File: config.mk
export PLATFORM = sky130hd
export DESIGN_NAME = bitmap_page_frame_allocator_unit_flat
export DESIGN_NICKNAME = d
export VERILOG_FILES = /design/src/rtl/bpfa_pkg.sv /design/src/rtl/bpfa_if.sv /design/src/rtl/bitmap_page_frame_allocator_unit.sv /design/src/rtl/bpfa_ram.sv /design/src/rtl/bpfa_word_find.sv /design/src/flat_wrapper.sv
export SDC_FILE = /design/constraint.sdc
export NUM_CORES = 2
export LEC_CHECK = 0
export ABC_CLOCK_PERIOD_IN_PS = 10900
export BUFFER_PORTS_ARGS = -buffer_cell sky130_fd_sc_hd__buf_2
export CAP_MARGIN = 15
export CORE_UTILIZATION = 55
export DETAILED_ROUTE_END_ITERATION = 8
export PLACE_DENSITY = 0.78
export SLEW_MARGIN = 20
export SYNTH_ARGS = -nofsm -noshare
export SYNTH_HDL_FRONTEND = slang
export SYNTH_SLANG_ARGS = --single-unit
File: constraint.sdc
create_clock -name clk -period 10.9 [get_ports clk]
set_input_delay 1.09 -clock clk [delete_from_list [all_inputs] [get_ports clk]]
set_output_delay 1.09 -clock clk [all_outputs]
set_load 0.01 [all_outputs]
File: src/rtl/bpfa_pkg.sv
package bpfa_pkg;

  localparam int CFG_W           = 12;
  localparam int WORD_W          = 32;
  localparam int BIT_W           = $clog2(WORD_W);
  localparam int FRAMES_DEF      = 2048;
  localparam int SLOTS_DEF       = 1024;
  localparam int RESERVED_FRAMES = 1024;
  localparam int RESET_FIRST     = 1024;
  localparam int RESET_COUNT     = 2048;
  localparam int HEAP_VPN        = 1024;
  localparam int PAGE_SHIFT      = 12;
  localparam int FRAME_OUT_W     = 11;
  localparam int SLOT_OUT_W      = 10;
  localparam int VPN_W           = 11;
  localparam int VA_W            = VPN_W + PAGE_SHIFT;
  localparam int STATUS_W        = 2;
  localparam int CFG_IDX_W       = 1;

  typedef logic [STATUS_W-1:0]  status_t;
  typedef logic [CFG_IDX_W-1:0] cfg_idx_t;
  typedef logic [WORD_W-1:0]    word_t;

  localparam status_t ST_ALLOC    = 2'd0;
  localparam status_t ST_NO_FRAME = 2'd1;
  localparam status_t ST_NO_SLOT  = 2'd2;
  localparam status_t ST_IDLE     = 2'd3;

  localparam cfg_idx_t CFG_FIRST_FREE  = 1'd0;
  localparam cfg_idx_t CFG_FRAME_COUNT = 1'd1;

  // reset image of one bitmap word: kernel frames marked used
  function automatic word_t reserved_word(input int widx);
    word_t w;
    w = '0;
    for (int i = 0; i < WORD_W; i++) begin
      w[i] = ((widx * WORD_W + i) < RESERVED_FRAMES);
    end
    return w;
  endfunction

endpackage

File: src/rtl/bpfa_if.sv
interface bpfa_req_if;
  import bpfa_pkg::*;
  logic valid;
  logic ready;
  logic request;

  modport source (output valid, output request, input ready);
  modport sink   (input valid, input request, output ready);
endinterface

interface bpfa_rsp_if;
  import bpfa_pkg::*;
  logic                   valid;
  logic                   ready;
  status_t                status;
  logic [FRAME_OUT_W-1:0] frame_index;
  logic [SLOT_OUT_W-1:0]  slot_index;
  logic [VA_W-1:0]        virtual_address;

  modport source (output valid, output status, output frame_index, output slot_index,
                  output virtual_address, input ready);
  modport sink   (input valid, input status, input frame_index, input slot_index,
                  input virtual_address, output ready);
endinterface

File: src/rtl/bitmap_page_frame_allocator_unit.sv
// Bitmap page frame allocator.
// in_ch carries one word per request: request=1 asks for a page, request=0 is an
// idle word answered with status idle. out_ch returns exactly one word per input
// word: status, frame_index, slot_index and virtual_address (fields zero unless
// status is allocated). cfg_we/cfg_index/cfg_wdata set the first searched frame
// and the frame count; write them only while no request is in flight.
// Frame and slot bitmaps sit in two RAMs of 32-bit words, read one word a cycle.
// An allocation reads frame bitmap words until a free frame is found, then slot
// bitmap words until a free slot is found (up to 64 and 32 words at default
// sizes), then sets both bits and loads the result word; an idle word or a
// request with an empty frame range goes straight to its result. Only one
// word is worked on at a time; the next word can be accepted in the cycle
// after the result is loaded. After reset a clearing pass writes the reset
// bitmap images to every word of both RAMs; in_ch.ready stays low meanwhile.
// A result waits in the output register while out_ch.ready is low; the next
// input word is still accepted and worked on up to its own result.
module bitmap_page_frame_allocator_unit #(
  parameter int FRAMES = bpfa_pkg::FRAMES_DEF,
  parameter int SLOTS  = bpfa_pkg::SLOTS_DEF
) (
  input  logic                        clk,
  input  logic                        rst_n,
  bpfa_req_if.sink                    in_ch,
  bpfa_rsp_if.source                  out_ch,
  input  logic                        cfg_we,
  input  bpfa_pkg::cfg_idx_t          cfg_index,
  input  logic [bpfa_pkg::CFG_W-1:0]  cfg_wdata
);
  import bpfa_pkg::*;

  localparam int FRAME_W = $clog2(FRAMES);
  localparam int LIM_W   = $clog2(FRAMES + 1);
  localparam int FW_N    = (FRAMES + WORD_W - 1) / WORD_W;
  localparam int FWA_W   = FRAME_W - BIT_W;
  localparam int SW_N    = (SLOTS + WORD_W - 1) / WORD_W;
  localparam int SWA_W   = (SW_N > 1) ? $clog2(SW_N) : 1;
  localparam int SLW     = (SLOTS - 1) / WORD_W;
  localparam int SLB     = (SLOTS - 1) % WORD_W;
  localparam int AW      = (FWA_W > SWA_W) ? FWA_W : SWA_W;
  localparam int CLR_N   = (FW_N > SW_N) ? FW_N : SW_N;

  localparam logic [2:0] S_CLR    = 3'd0;
  localparam logic [2:0] S_IDLE   = 3'd1;
  localparam logic [2:0] S_FSCAN  = 3'd2;
  localparam logic [2:0] S_SSCAN  = 3'd3;
  localparam logic [2:0] S_COMMIT = 3'd4;
  localparam logic [2:0] S_DONE   = 3'd5;

  logic [2:0]             state_r, state_nxt;
  logic [CFG_W-1:0]       first_r, first_nxt;
  logic [CFG_W-1:0]       count_r, count_nxt;
  logic [AW-1:0]          addr_r, addr_nxt;
  logic [AW-1:0]          daddr_r, daddr_nxt;
  logic                   dv_r, dv_nxt;
  word_t                  fword_r, fword_nxt;
  logic [FWA_W-1:0]       fwaddr_r, fwaddr_nxt;
  logic [BIT_W-1:0]       fbit_r, fbit_nxt;
  word_t                  sword_r, sword_nxt;
  logic [SWA_W-1:0]       swaddr_r, swaddr_nxt;
  logic [BIT_W-1:0]       sbit_r, sbit_nxt;
  status_t                res_status_r, res_status_nxt;
  logic [FRAME_OUT_W-1:0] res_frame_r, res_frame_nxt;
  logic [SLOT_OUT_W-1:0]  res_slot_r, res_slot_nxt;
  logic                   out_valid_r, out_valid_nxt;
  status_t                out_status_r, out_status_nxt;
  logic [FRAME_OUT_W-1:0] out_frame_r, out_frame_nxt;
  logic [SLOT_OUT_W-1:0]  out_slot_r, out_slot_nxt;
  logic [VA_W-1:0]        out_va_r, out_va_nxt;

  logic [LIM_W-1:0]       limit;
  logic [FRAME_W-1:0]     lim_m1;
  logic [FWA_W-1:0]       fw_first;
  logic [FWA_W-1:0]       fw_last;
  logic [FWA_W-1:0]       addr_f, daddr_f;
  logic [SWA_W-1:0]       addr_s, daddr_s;
  logic                   range_empty;
  logic                   f_issue, s_issue;
  logic                   f_hit, s_hit;
  logic [BIT_W-1:0]       f_bit, s_bit;
  logic [VPN_W-1:0]       vpn;

  logic                   fram_we, fram_re;
  logic [FWA_W-1:0]       fram_waddr;
  word_t                  fram_wdata, fram_rdata;
  logic                   sram_we, sram_re;
  logic [SWA_W-1:0]       sram_waddr;
  word_t                  sram_wdata, sram_rdata;

  bpfa_ram #(.WIDTH(WORD_W), .DEPTH(FW_N)) u_frame_ram (
    .clk   (clk),
    .we    (fram_we),
    .waddr (fram_waddr),
    .wdata (fram_wdata),
    .re    (fram_re),
    .raddr (addr_f),
    .rdata (fram_rdata)
  );

  bpfa_ram #(.WIDTH(WORD_W), .DEPTH(SW_N)) u_slot_ram (
    .clk   (clk),
    .we    (sram_we),
    .waddr (sram_waddr),
    .wdata (sram_wdata),
    .re    (sram_re),
    .raddr (addr_s),
    .rdata (sram_rdata)
  );

  bpfa_word_find u_frame_find (
    .used    (fram_rdata),
    .lo_en   (daddr_f == fw_first),
    .lo      (first_r[BIT_W-1:0]),
    .hi_en   (daddr_f == fw_last),
    .hi      (lim_m1[BIT_W-1:0]),
    .hit     (f_hit),
    .bit_idx (f_bit)
  );

  bpfa_word_find u_slot_find (
    .used    (sram_rdata),
    .lo_en   (1'b0),
    .lo      ('0),
    .hi_en   (daddr_s == SWA_W'(SLW)),
    .hi      (BIT_W'(SLB)),
    .hit     (s_hit),
    .bit_idx (s_bit)
  );

  always_comb begin
    limit       = (32'(count_r) > FRAMES) ? LIM_W'(FRAMES) : LIM_W'(count_r);
    lim_m1      = FRAME_W'(limit - 1'b1);
    fw_first    = FWA_W'(first_r >> BIT_W);
    fw_last     = lim_m1[FRAME_W-1:BIT_W];
    range_empty = (32'(first_r) >= 32'(limit));
    addr_f      = addr_r[FWA_W-1:0];
    daddr_f     = daddr_r[FWA_W-1:0];
    addr_s      = addr_r[SWA_W-1:0];
    daddr_s     = daddr_r[SWA_W-1:0];
    f_issue     = (state_r == S_FSCAN) && (addr_f <= fw_last);
    s_issue     = (state_r == S_SSCAN) && (addr_s <= SWA_W'(SLW));
    fram_re     = f_issue;
    sram_re     = s_issue;
    vpn         = VPN_W'(HEAP_VPN) + VPN_W'({swaddr_r, sbit_r});
    in_ch.ready = (state_r == S_IDLE);

    fram_we    = 1'b0;
    fram_waddr = fwaddr_r;
    fram_wdata = fword_r | (word_t'(1) << fbit_r);
    sram_we    = 1'b0;
    sram_waddr = swaddr_r;
    sram_wdata = sword_r | (word_t'(1) << sbit_r);

    state_nxt      = state_r;
    first_nxt      = first_r;
    count_nxt      = count_r;
    addr_nxt       = addr_r;
    daddr_nxt      = daddr_r;
    dv_nxt         = dv_r;
    fword_nxt      = fword_r;
    fwaddr_nxt     = fwaddr_r;
    fbit_nxt       = fbit_r;
    sword_nxt      = sword_r;
    swaddr_nxt     = swaddr_r;
    sbit_nxt       = sbit_r;
    res_status_nxt = res_status_r;
    res_frame_nxt  = res_frame_r;
    res_slot_nxt   = res_slot_r;
    out_valid_nxt  = out_valid_r && !out_ch.ready;
    out_status_nxt = out_status_r;
    out_frame_nxt  = out_frame_r;
    out_slot_nxt   = out_slot_r;
    out_va_nxt     = out_va_r;

    if (cfg_we) begin
      case (cfg_index)
        CFG_FIRST_FREE:  first_nxt = cfg_wdata;
        CFG_FRAME_COUNT: count_nxt = cfg_wdata;
        default: ;
      endcase
    end

    case (state_r)
      S_CLR: begin
        fram_we    = (32'(addr_r) < FW_N);
        fram_waddr = addr_f;
        fram_wdata = reserved_word(32'(addr_r));
        sram_we    = (32'(addr_r) < SW_N);
        sram_waddr = addr_s;
        sram_wdata = '0;
        addr_nxt   = addr_r + 1'b1;
        if (32'(addr_r) == CLR_N - 1) begin
          state_nxt = S_IDLE;
        end
      end
      S_IDLE: begin
        addr_nxt       = AW'(fw_first);
        dv_nxt         = 1'b0;
        res_frame_nxt  = '0;
        res_slot_nxt   = '0;
        if (in_ch.valid) begin
          if (!in_ch.request) begin
            res_status_nxt = ST_IDLE;
            state_nxt      = S_DONE;
          end else if (range_empty) begin
            res_status_nxt = ST_NO_FRAME;
            state_nxt      = S_DONE;
          end else begin
            state_nxt = S_FSCAN;
          end
        end
      end
      S_FSCAN: begin
        if (dv_r && f_hit) begin
          fword_nxt  = fram_rdata;
          fwaddr_nxt = daddr_f;
          fbit_nxt   = f_bit;
          addr_nxt   = '0;
          dv_nxt     = 1'b0;
          state_nxt  = S_SSCAN;
        end else if (dv_r && (daddr_f == fw_last)) begin
          res_status_nxt = ST_NO_FRAME;
          state_nxt      = S_DONE;
        end else begin
          dv_nxt    = f_issue;
          daddr_nxt = addr_r;
          if (f_issue) begin
            addr_nxt = addr_r + 1'b1;
          end
        end
      end
      S_SSCAN: begin
        if (dv_r && s_hit) begin
          sword_nxt  = sram_rdata;
          swaddr_nxt = daddr_s;
          sbit_nxt   = s_bit;
          state_nxt  = S_COMMIT;
        end else if (dv_r && (daddr_s == SWA_W'(SLW))) begin
          res_status_nxt = ST_NO_SLOT;
          state_nxt      = S_DONE;
        end else begin
          dv_nxt    = s_issue;
          daddr_nxt = addr_r;
          if (s_issue) begin
            addr_nxt = addr_r + 1'b1;
          end
        end
      end
      S_COMMIT: begin
        fram_we        = 1'b1;
        sram_we        = 1'b1;
        res_status_nxt = ST_ALLOC;
        res_frame_nxt  = FRAME_OUT_W'({fwaddr_r, fbit_r});
        res_slot_nxt   = SLOT_OUT_W'({swaddr_r, sbit_r});
        state_nxt      = S_DONE;
      end
      S_DONE: begin
        if (!out_valid_r || out_ch.ready) begin
          out_valid_nxt  = 1'b1;
          out_status_nxt = res_status_r;
          out_frame_nxt  = res_frame_r;
          out_slot_nxt   = res_slot_r;
          out_va_nxt     = (res_status_r == ST_ALLOC) ? {vpn, PAGE_SHIFT'(0)} : '0;
          state_nxt      = S_IDLE;
        end
      end
      default: begin
        state_nxt = S_IDLE;
      end
    endcase
  end

  always_ff @(posedge clk) begin
    if (!rst_n) begin
      state_r     <= S_CLR;
      first_r     <= CFG_W'(RESET_FIRST);
      count_r     <= CFG_W'(RESET_COUNT);
      addr_r      <= '0;
      dv_r        <= 1'b0;
      out_valid_r <= 1'b0;
    end else begin
      state_r     <= state_nxt;
      first_r     <= first_nxt;
      count_r     <= count_nxt;
      addr_r      <= addr_nxt;
      dv_r        <= dv_nxt;
      out_valid_r <= out_valid_nxt;
    end
  end

  always_ff @(posedge clk) begin
    daddr_r      <= daddr_nxt;
    fword_r      <= fword_nxt;
    fwaddr_r     <= fwaddr_nxt;
    fbit_r       <= fbit_nxt;
    sword_r      <= sword_nxt;
    swaddr_r     <= swaddr_nxt;
    sbit_r       <= sbit_nxt;
    res_status_r <= res_status_nxt;
    res_frame_r  <= res_frame_nxt;
    res_slot_r   <= res_slot_nxt;
    out_status_r <= out_status_nxt;
    out_frame_r  <= out_frame_nxt;
    out_slot_r   <= out_slot_nxt;
    out_va_r     <= out_va_nxt;
  end

  assign out_ch.valid           = out_valid_r;
  assign out_ch.status          = out_status_r;
  assign out_ch.frame_index     = out_frame_r;
  assign out_ch.slot_index      = out_slot_r;
  assign out_ch.virtual_address = out_va_r;

endmodule

File: src/rtl/bpfa_ram.sv
module bpfa_ram #(
  parameter int WIDTH = 32,
  parameter int DEPTH = 64
) (
  input  logic                                   clk,
  input  logic                                   we,
  input  logic [((DEPTH > 1) ? $clog2(DEPTH) : 1)-1:0] waddr,
  input  logic [WIDTH-1:0]                       wdata,
  input  logic                                   re,
  input  logic [((DEPTH > 1) ? $clog2(DEPTH) : 1)-1:0] raddr,
  output logic [WIDTH-1:0]                       rdata
);

  logic [WIDTH-1:0] mem [DEPTH];

  always_ff @(posedge clk) begin
    if (we) begin
      mem[waddr] <= wdata;
    end
    if (re) begin
      rdata <= mem[raddr];
    end
  end

endmodule

File: src/rtl/bpfa_word_find.sv
module bpfa_word_find (
  input  bpfa_pkg::word_t              used,
  input  logic                         lo_en,
  input  logic [bpfa_pkg::BIT_W-1:0]   lo,
  input  logic                         hi_en,
  input  logic [bpfa_pkg::BIT_W-1:0]   hi,
  output logic                         hit,
  output logic [bpfa_pkg::BIT_W-1:0]   bit_idx
);
  import bpfa_pkg::*;

  word_t lo_mask;
  word_t hi_mask;
  word_t free_bits;

  always_comb begin
    lo_mask   = lo_en ? ('1 << lo) : '1;
    hi_mask   = hi_en ? ('1 >> (BIT_W'(WORD_W - 1) - hi)) : '1;
    free_bits = ~used & lo_mask & hi_mask;
    hit       = |free_bits;
    bit_idx   = '0;
    for (int i = WORD_W - 1; i >= 0; i--) begin
      if (free_bits[i]) begin
        bit_idx = BIT_W'(i);
      end
    end
  end

endmodule

File: src/flat_wrapper.sv
// flat-port wrapper written by rule: the top's interface ports become plain ports
module bitmap_page_frame_allocator_unit_flat import bpfa_pkg::*;
#(
  parameter int FRAMES = bpfa_pkg::FRAMES_DEF,
  parameter int SLOTS  = bpfa_pkg::SLOTS_DEF
)
  (clk, rst_n, cfg_we, cfg_index, cfg_wdata, in_ch_valid, in_ch_request, in_ch_ready, out_ch_valid, out_ch_status, out_ch_frame_index, out_ch_slot_index, out_ch_virtual_address, out_ch_ready);
  bpfa_req_if in_ch_i ();
  bpfa_rsp_if out_ch_i ();
  input  logic clk;
  input  logic rst_n;
  input  logic cfg_we;
  input  bpfa_pkg::cfg_idx_t cfg_index;
  input  logic [bpfa_pkg::CFG_W-1:0] cfg_wdata;
  input wire logic [$bits(in_ch_i.valid)-1:0] in_ch_valid;
  input wire logic [$bits(in_ch_i.request)-1:0] in_ch_request;
  output wire logic [$bits(in_ch_i.ready)-1:0] in_ch_ready;
  output wire logic [$bits(out_ch_i.valid)-1:0] out_ch_valid;
  output wire logic [$bits(out_ch_i.status)-1:0] out_ch_status;
  output wire logic [$bits(out_ch_i.frame_index)-1:0] out_ch_frame_index;
  output wire logic [$bits(out_ch_i.slot_index)-1:0] out_ch_slot_index;
  output wire logic [$bits(out_ch_i.virtual_address)-1:0] out_ch_virtual_address;
  input wire logic [$bits(out_ch_i.ready)-1:0] out_ch_ready;
  assign in_ch_i.valid = in_ch_valid;
  assign in_ch_i.request = in_ch_request;
  assign in_ch_ready = in_ch_i.ready;
  assign out_ch_valid = out_ch_i.valid;
  assign out_ch_status = out_ch_i.status;
  assign out_ch_frame_index = out_ch_i.frame_index;
  assign out_ch_slot_index = out_ch_i.slot_index;
  assign out_ch_virtual_address = out_ch_i.virtual_address;
  assign out_ch_i.ready = out_ch_ready;
  bitmap_page_frame_allocator_unit #(.FRAMES(FRAMES), .SLOTS(SLOTS)) u_core (.clk(clk), .rst_n(rst_n), .in_ch(in_ch_i), .out_ch(out_ch_i), .cfg_we(cfg_we), .cfg_index(cfg_index), .cfg_wdata(cfg_wdata));
endmodule
==> impl_metrics.yaml <==
outcome:
  status: "completed"
synth:
  netlist_area_um2: 129000
  ys_ff_latch: 3319
  syn_avg_cell_area_um2: 22.7
  synthArstFlopShare: 0
  synth_top_area_frac: 0.764
  synth_edf_count: 3284
  yosys_warnings: 0
  synth_area_leaders: "edfxtp_1 76%, mux4_2 17%, clkbuf_1 0.65%"
  synthCells: 5692
  synth.most_common_cell: "edfxtp_1"
  synthDistinctLibCells: 89
  synthFlopType: "edfxtp_1"
  ys_seq_area_frac: 0.769
  yosysTopAreaCell: "edfxtp_1"
  synth_top_cells_by_count: "3284 x edfxtp_1, 993 x mux4_2, 223 x clkbuf_1, 211 x nor2_1, 160 x nand2_1"
routing:
  drt-initial-drc-count: 10541
  vias_per_cell: 7.04
  vias: 65775
  drtAntennaViolNets: 0
  routed_wl_um: 349000
  wl_per_cell_um: 37.4
  drc: 0
  first_pass_iters: 7
floorplanning:
  die_h_um: 487
  core_um2: 233000
  dieArea_um2: 237000
  io_pins: 67
  die_w_um: 487
  start_util: 0.554
  rows: 177
timing:
  setup_viol: 0
  slew_violations: 0
  worstMarginPinSlew_ns: 1.13
  slew_headroom: 0.249
  layout_min_cycle_time_ns: 5.81
  period_share: 0.533
  hold_viol_final: 0
  rsz0062_at_grt: "no"
  fmax_mhz: 172
  final.setup.tns_ns: 0
  layout_setup_ws_ns: 5.09
  clock_skew_ns: 0.0882
final_layout:
  multi_input_area_um2: 29500
  drive_gt1_frac: 0.308
  syn2layout_area_growth_pct: 12.4
  n_fill_cell: 14475
  nets: 6008
  register_area_um2: 99300
  final_area_um2: 145000
min_path:
  worstHoldStart: "cfg_wdata[8]"
  hold_path.class: "in2reg"
  hold_path_end: "u_core.count_r[8]"
  hold_depth: 3
setup_path:
  crit_buf_inv: 3
  r2r_cells: 15
  rr_endpoint: "u_core.addr_f[0]"
  cp_cell_sequence: "inv_1 -> nand2_1 -> ha_1 -> inv_1 -> a21oi_1 -> or2_1 -> a21oi_1 -> nand3_1 -> a21oi_1 -> and3_4 -> a311oi_4 -> buf_4 -> nor2_2 -> a22oi_1 -> a21oi_1"
  endpoint_kind: "flop"
  path_max_fanout: 41
  rrSetupSlack_ns: 5.09
  worstSetupPathType: "reg2reg"
  worst_path_most_repeated_cell: "a21oi_1"
  cp_slowest_stage_delay_ns: 0.71
  crit_path_top_delay_cell: "dfxtp_1"
  r2r-start: "u_core.count_r[11]"
  worstPathRequired_ns: 11.69
  crit_arrival_ns: 6.61
  start_kind: "flop"
  cpLargestDelayFamily: "simple AND/OR/NAND/NOR gates"
placement:
  place_area_um2: 135000
  place_congestion: 0.930
  post-place-ws_ns: 5.31
  port_buffers: 54
  dpl.hpwl_um: 174000
global_route:
  grt_first_pass_wirelength_um: 491000
  grt.total_usage: 0.296
  grt_overflow: 0
  antenna_found_initial: 24
  first_global_vias: 66281
  grt_max_degree: 152
cts:
  hold_buffers: 0
  cts_tree: "built"
  htreeDepth: 5
  cts_sinks: 3319
  cts_resized: 0
  clkTransAtPathRegs_ns: 0.06
  numCtsBuffers: 330
  cts_buffer_depth: 4
  insertion_delay_ns: 0.96
  clock-root-buffer: "clkbuf_16"
  cts_setup_buffers: 0
flow_run:
  maxCapViolations: 0
power_and_ir_drop:
  leakagePower_uw: 0.0434
  p_per_area_nw_per_um2: 183
  vdd_drop_max_uv: 191
## flip-flops by register name, summed over array words and instances, names as in the netlist, 12 cells and up
register	flops
u_core.count_r	12
u_core.u_slot_ram.mem	1024
u_core.fword_r	32
u_core.sword_r	32
u_core.u_slot_ram.rdata	32
u_core.u_frame_ram.rdata	32
u_core.u_frame_ram.mem	2048
u_core.first_r	12
## placed cells by master, fill, tap and decap left out, types with 20 or more instances in the layout
cell,instances
nor2_1,75
a31oi_1,20
mux2_2,32
nor2_4,130
nand2_1,160
nand2b_1,23
mux4_2,993
clkinv_2,53
clkinv_1,71
dfxtp_1,29
clkbuf_1,58
clkbuf_16,336
buf_4,188
bufinv_16,35
a21oi_1,87
and3_1,35
nand3_1,31
inv_1,26
and2_1,23
o21ai_0,62
a21boi_0,29
a211oi_1,39
edfxtp_1,3284
buf_2,54
ha_1,23
## worst register-to-register path, cell delays in order, from the launching register on
cell,delay (ns)
dfxtp_1,0.71
inv_1,0.40
nand2_1,0.24
ha_1,0.54
inv_1,0.25
a21oi_1,0.28
or2_1,0.44
a21oi_1,0.14
nand3_1,0.49
a21oi_1,0.33
and3_4,0.29
a311oi_4,0.45
buf_4,0.57
nor2_2,0.19
a22oi_1,0.22
a21oi_1,0.10
## power by group
group / switching, uW / internal (uW)
Clock: 4760 / 6460
Combinational: 769 / 655
Sequential: 50.4 / 13900
## through the flow
step / util / power [uW] / hold slack [ns] / std cells
after global routing: 0.623 / 27100 / 0.367 / 9341
after global placement: 0.578 / 15600 / 0.404 / 8766
after floorplan: - / 15200 / 0.400 / 5703
final: 0.623 / 26600 / 0.378 / 9344
after CTS: 0.623 / 26600 / 0.334 / 9340
after detailed placement: 0.578 / 15600 / 0.405 / 8766
## metal layers
layer	global-route usage	vias up	wire, um
met5	0	-	204
met1	0.384	34218	117000
met3	0.0942	1071	48600
met4	0.131	12	17400
met2	0.463	5721	166000
li1	-	24753	-
## area by class of cell
cell class	instances	area share
clock inverter	180	0.0123
sequential	3319	0.684
timing repair buffer	252	0.0130
antenna	4	0.0000689
tap	3132	0.0270
multi-input combinational	2036	0.203
clock buffer	394	0.0594
inverter	27	0.000698
## logic make-up (layout without fill, tap and decap cells)
kind of cell | after synthesis | count (layout) | synth area share
other cells | 1 | 16 | 0.0000290
buf+inv | 348 | 853 | 0.0107
mux | 1030 | 1030 | 0.176
simple gates | 603 | 603 | 0.0221
compound gates | 354 | 354 | 0.0185
fa+ha+maj | 24 | 24 | 0.00231
xor+xnor | 13 | 13 | 0.000882
flops | 3319 | 3319 | 0.769
## how the worst max path moves through the flow
stage	slack [ns]	cells after the start	start	endpoint
after global placement	5.37	15	u_core.count_r[11]	u_core.addr_f[2]
after detailed placement	5.31	15	u_core.count_r[11]	u_core.addr_f[0]
after CTS	5.22	15	u_core.count_r[11]	u_core.addr_f[0]
final	5.09	15	u_core.count_r[11]	u_core.addr_f[0]
after floorplan	5.16	6	u_core.addr_f[2]	u_core.u_frame_ram.mem[62][0]
after global routing	4.58	15	u_core.count_r[11]	u_core.addr_f[1]
Note: power is estimated with default switching activity, not from simulation.
